### config.mk
export PLATFORM = sky130hd
export DESIGN_NAME = bawr_ram
export DESIGN_NICKNAME = d
export VERILOG_FILES = /design/src/rtl/bawr_ram.sv
export SDC_FILE = /design/constraint.sdc
export NUM_CORES = 2
export LEC_CHECK = 0
export ABC_CLOCK_PERIOD_IN_PS = 6000
export BUFFER_PORTS_ARGS = -buffer_cell sky130_fd_sc_hd__buf_4
export CAP_MARGIN = 20
export CORE_MARGIN = 1
export CORE_UTILIZATION = 24
export DETAILED_ROUTE_END_ITERATION = 10
export PLACE_DENSITY_LB_ADDON = 0.1
export SLEW_MARGIN = 20
export SYNTH_ARGS = -nofsm -noshare
export SYNTH_HDL_FRONTEND = slang
export SYNTH_MEMORY_MAX_BITS = 65536
export SYNTH_SLANG_ARGS = --single-unit
export TNS_END_PERCENT = 10
### constraint.sdc
create_clock -name clk_i -period 6 [get_ports clk_i]
set_input_delay 0.9 -clock clk_i [delete_from_list [all_inputs] [get_ports clk_i]]
set_output_delay 0.9 -clock clk_i [all_outputs]
set_load 0.01 [all_outputs]
### src/rtl/bawr_ram.sv
// Generic single-port synchronous RAM with registered read data.
// No dependencies.
module bawr_ram #(
  parameter int unsigned Width = 36,
  parameter int unsigned Depth = 128
) (
  input  logic                     clk_i,
  input  logic                     we_i,
  input  logic [$clog2(Depth)-1:0] addr_i,
  input  logic [Width-1:0]         wdata_i,
  output logic [Width-1:0]         rdata_o
);

  logic [Width-1:0] mem_q [Depth];
  logic [Width-1:0] rdata_q;

  // Write, or read into the registered read data
  always_ff @(posedge clk_i) begin
    if (we_i) begin
      mem_q[addr_i] <= wdata_i;
    end else begin
      rdata_q <= mem_q[addr_i];
    end
  end

  assign rdata_o = rdata_q;

endmodule

==> flow_metrics.tcl <==
set metrics [dict create \
    outcome "complete, no violations" \
    crit_top_cell "buf_4" \
    chipWidth_um 862 \
    antenna_left 0 \
    first_pass_iters 9 \
    n_fill_cell 72900 \
    crit_chain "buf_8 -> buf_4 -> nor3b_2 -> buf_4 -> a221oi_1 -> o221ai_1 -> nand3_1 -> nand4_1 -> buf_4 -> or4_1" \
    numPortBuffers 80 \
    fin_ws_ns 1.27 \
    reg2reg_depth 7 \
    async_flop_share 0 \
    fp.dieH_um 862 \
    fin_nets 11000 \
    hold_violations 0 \
    wire_per_inst_um 35.7 \
    total_power_mw 72.4 \
    drv_slew 0 \
    cp_max_fo 33 \
    cts-root-buf "clkbuf_16" \
    grt_usage 0.197 \
    synth_area_leader_cell "edfxtp_1" \
    final_layout_size_suffix_gt1_frac 0.157 \
    synth.top_cells.by_area "edfxtp_1, a221oi_1, mux2i_1" \
    hold_class "input pin to flip-flop" \
    cts_buffer_depth 4 \
    ys_seq_area_frac 0.785 \
    endpoint_kind "flip-flop" \
    cp.required_ns 6.81 \
    slowest_stage "nand4_1" \
    clock_sinks 4644 \
    mostFrequentLayoutCells "edfxtp_1, a221oi_1, a21oi_1" \
    grt_max_degree 120 \
    postSynthCellCount 10500 \
    cts_resized 0 \
    worst_setup_path_start_kind "input pin" \
    syn-num-nets 10500 \
    power.density_nw_per_um2 342 \
    rsz0062_at_grt "no" \
    dp_hpwl_um 454000 \
    setup_viol 0 \
    postCtsSetupBuffers 0 \
    worstSetupPathType "input pin to flip-flop" \
    cp.arrival_ns 5.53 \
    viasPerCell 5.03 \
    drt_iter0_drc 12000 \
    worstSetupPathDepth 10 \
    grt_pass1_vias 106000 \
    die_area_sq_um 744000 \
    synthFlopType "edfxtp_1" \
    slew_headroom 0.127 \
    pre_cts_slack_ns 0.159 \
    grtUsageMet1 0.269 \
    ys_types 65 \
    synth.avg_cell_area_sq_um 17.0 \
    vias 107000 \
    fmax_ghz 0.212 \
    place_congestion 0.794 \
    crit_family "simple AND/OR/NAND/NOR gates" \
    row_count 315 \
    critPathMaxStageDelay_ns 0.88 \
    routed_wirelength_um 757000 \
    clk_latency_ns 1.11 \
    grt_util_met3 0.0311 \
    grt_use_met2 0.322 \
    grt_pass1_wl_um 1000000 \
    antenna_found_initial 106 \
    min_path_cells 1 \
    leakagePower_nw 65.3 \
    mostFrequentLayoutCell "edfxtp_1" \
    cts_tree "built" \
    worst_slew_pin_slew_ns 1.31 \
    cts_made_buffers 544 \
    ioPinCount 81 \
    yosys_warnings 0 \
    netlist_area_sq_um 178000 \
    grt.overflow.total 0 \
    hold_buffers 0 \
    drt_drc_violations_left 0 \
    synth_top_cell_area_share 0.785 \
    synth-edff-count 4644 \
    grt_busiest_layer "met2" \
    drv_cap 0 \
    ir_worst_vdd_uv 338 \
    fin_crit_sh 0.788 \
    ys_seq_elements 4644 \
    clk_pin_slew_ns 0.05 \
    area.growth.synth_to_final_pct 19.2 \
    start_util 0.241 \
    period_needed_ns 4.73 \
    cp.buffers_inverters 4 \
    htreeDepth 6 \
    core_sq_um 737000 \
    skew_ns 0.0558 \
]
flip-flops by register name, summed over array words and instances (netlist names):
| register | count |
|---|---|
| mem_q | 4608 |
| rdata_o | 36 |
report_power, final:
group	internal (mW)	switching, mW	total, mW	leakage (nW)
clock	18.0	13.7	31.7	8.11
combinational	1.16	3.57	4.73	15.4
sequential	35.9	0.125	36.0	41.8
total	55.0	17.4	72.4	65.3
cell usage after synthesis, drive strengths merged, types with 28 or more instances:
cell,number
a2111oi,35
a211oi,73
a21oi,695
a221o,46
a221oi,836
a222oi,29
a22o,71
a22oi,368
buf,462
clkbuf,362
edfxtp,4644
mux2,99
mux2i,485
mux4,42
nand2,465
nand3,65
nor2,527
nor3,75
nor4,28
o211ai,48
o21ai,409
o221ai,118
o22a,49
o22ai,183
layout make-up:
cell class	count	area, sq um	area share
diodes	61	153	0.000720
well taps	9827	12300	0.0580
flip-flops and latches	4644	139000	0.658
repair buffers	735	7720	0.0364
clock buffers	683	14300	0.0676
multi-input cells	5002	35600	0.168
clock inverters	275	2310	0.0109
inverters	5	40.0	0.000189
cell families (layout without fill, tap and decap cells):
| logic type | after synthesis | in the layout | share of synthesized area |
|---|---|---|---|
| DFF | 4644 | 4644 | 0.785 |
| AOI/OAI and AO/OA | 3114 | 3114 | 0.124 |
| and+or+nand+nor | 1262 | 1262 | 0.0298 |
| buffers and inverters | 829 | 1698 | 0.0222 |
| muxes | 626 | 626 | 0.0389 |
| other | 0 | 61 | 0 |
path summary, 6_finish.rpt:
check / from / end / slack, ns
min: wdata_i[26] / mem_q[98][26]$_DFFE_PP_ / 0.18
max: addr_i[2] / rdata_o[22]$_DFFE_PN_ / 1.27
min reg2reg: mem_q[117][30]$_DFFE_PP_ / rdata_o[30]$_DFFE_PN_ / 0.89
max reg2reg: mem_q[43][22]$_DFFE_PP_ / rdata_o[22]$_DFFE_PN_ / 2.34
worst register-to-register path, cell delays in order, from the launching register on:
cell and delay (ns):
edfxtp_1 0.36, mux2_2 0.27, a221oi_1 0.27, o221ai_1 0.20, nand3_1 0.45, nand4_1 0.89, buf_4 0.44, or4_1 0.52
metrics by stage:
stage	setup TNS, ns	utilization	std cells	area, sq um	hold WS (ns)
floorplan	-14.91	-	10500	178000	0.675
global placement	-0.138	0.265	20200	195000	0.870
detailed placement	0	0.265	20200	195000	0.880
finish	0	0.288	21200	212000	0.176
CTS	0	0.287	21200	212000	0.0705
global route	0	0.288	21200	212000	0.116
metal layers:
layer  vias to the layer above  part of all wire
li1                      44300                 -
met1                     57700              0.44
met2                      3888              0.47
met3                       902             0.059
met4                        16             0.033
met5                         -           0.00013
(Power assumes the default switching activity.)
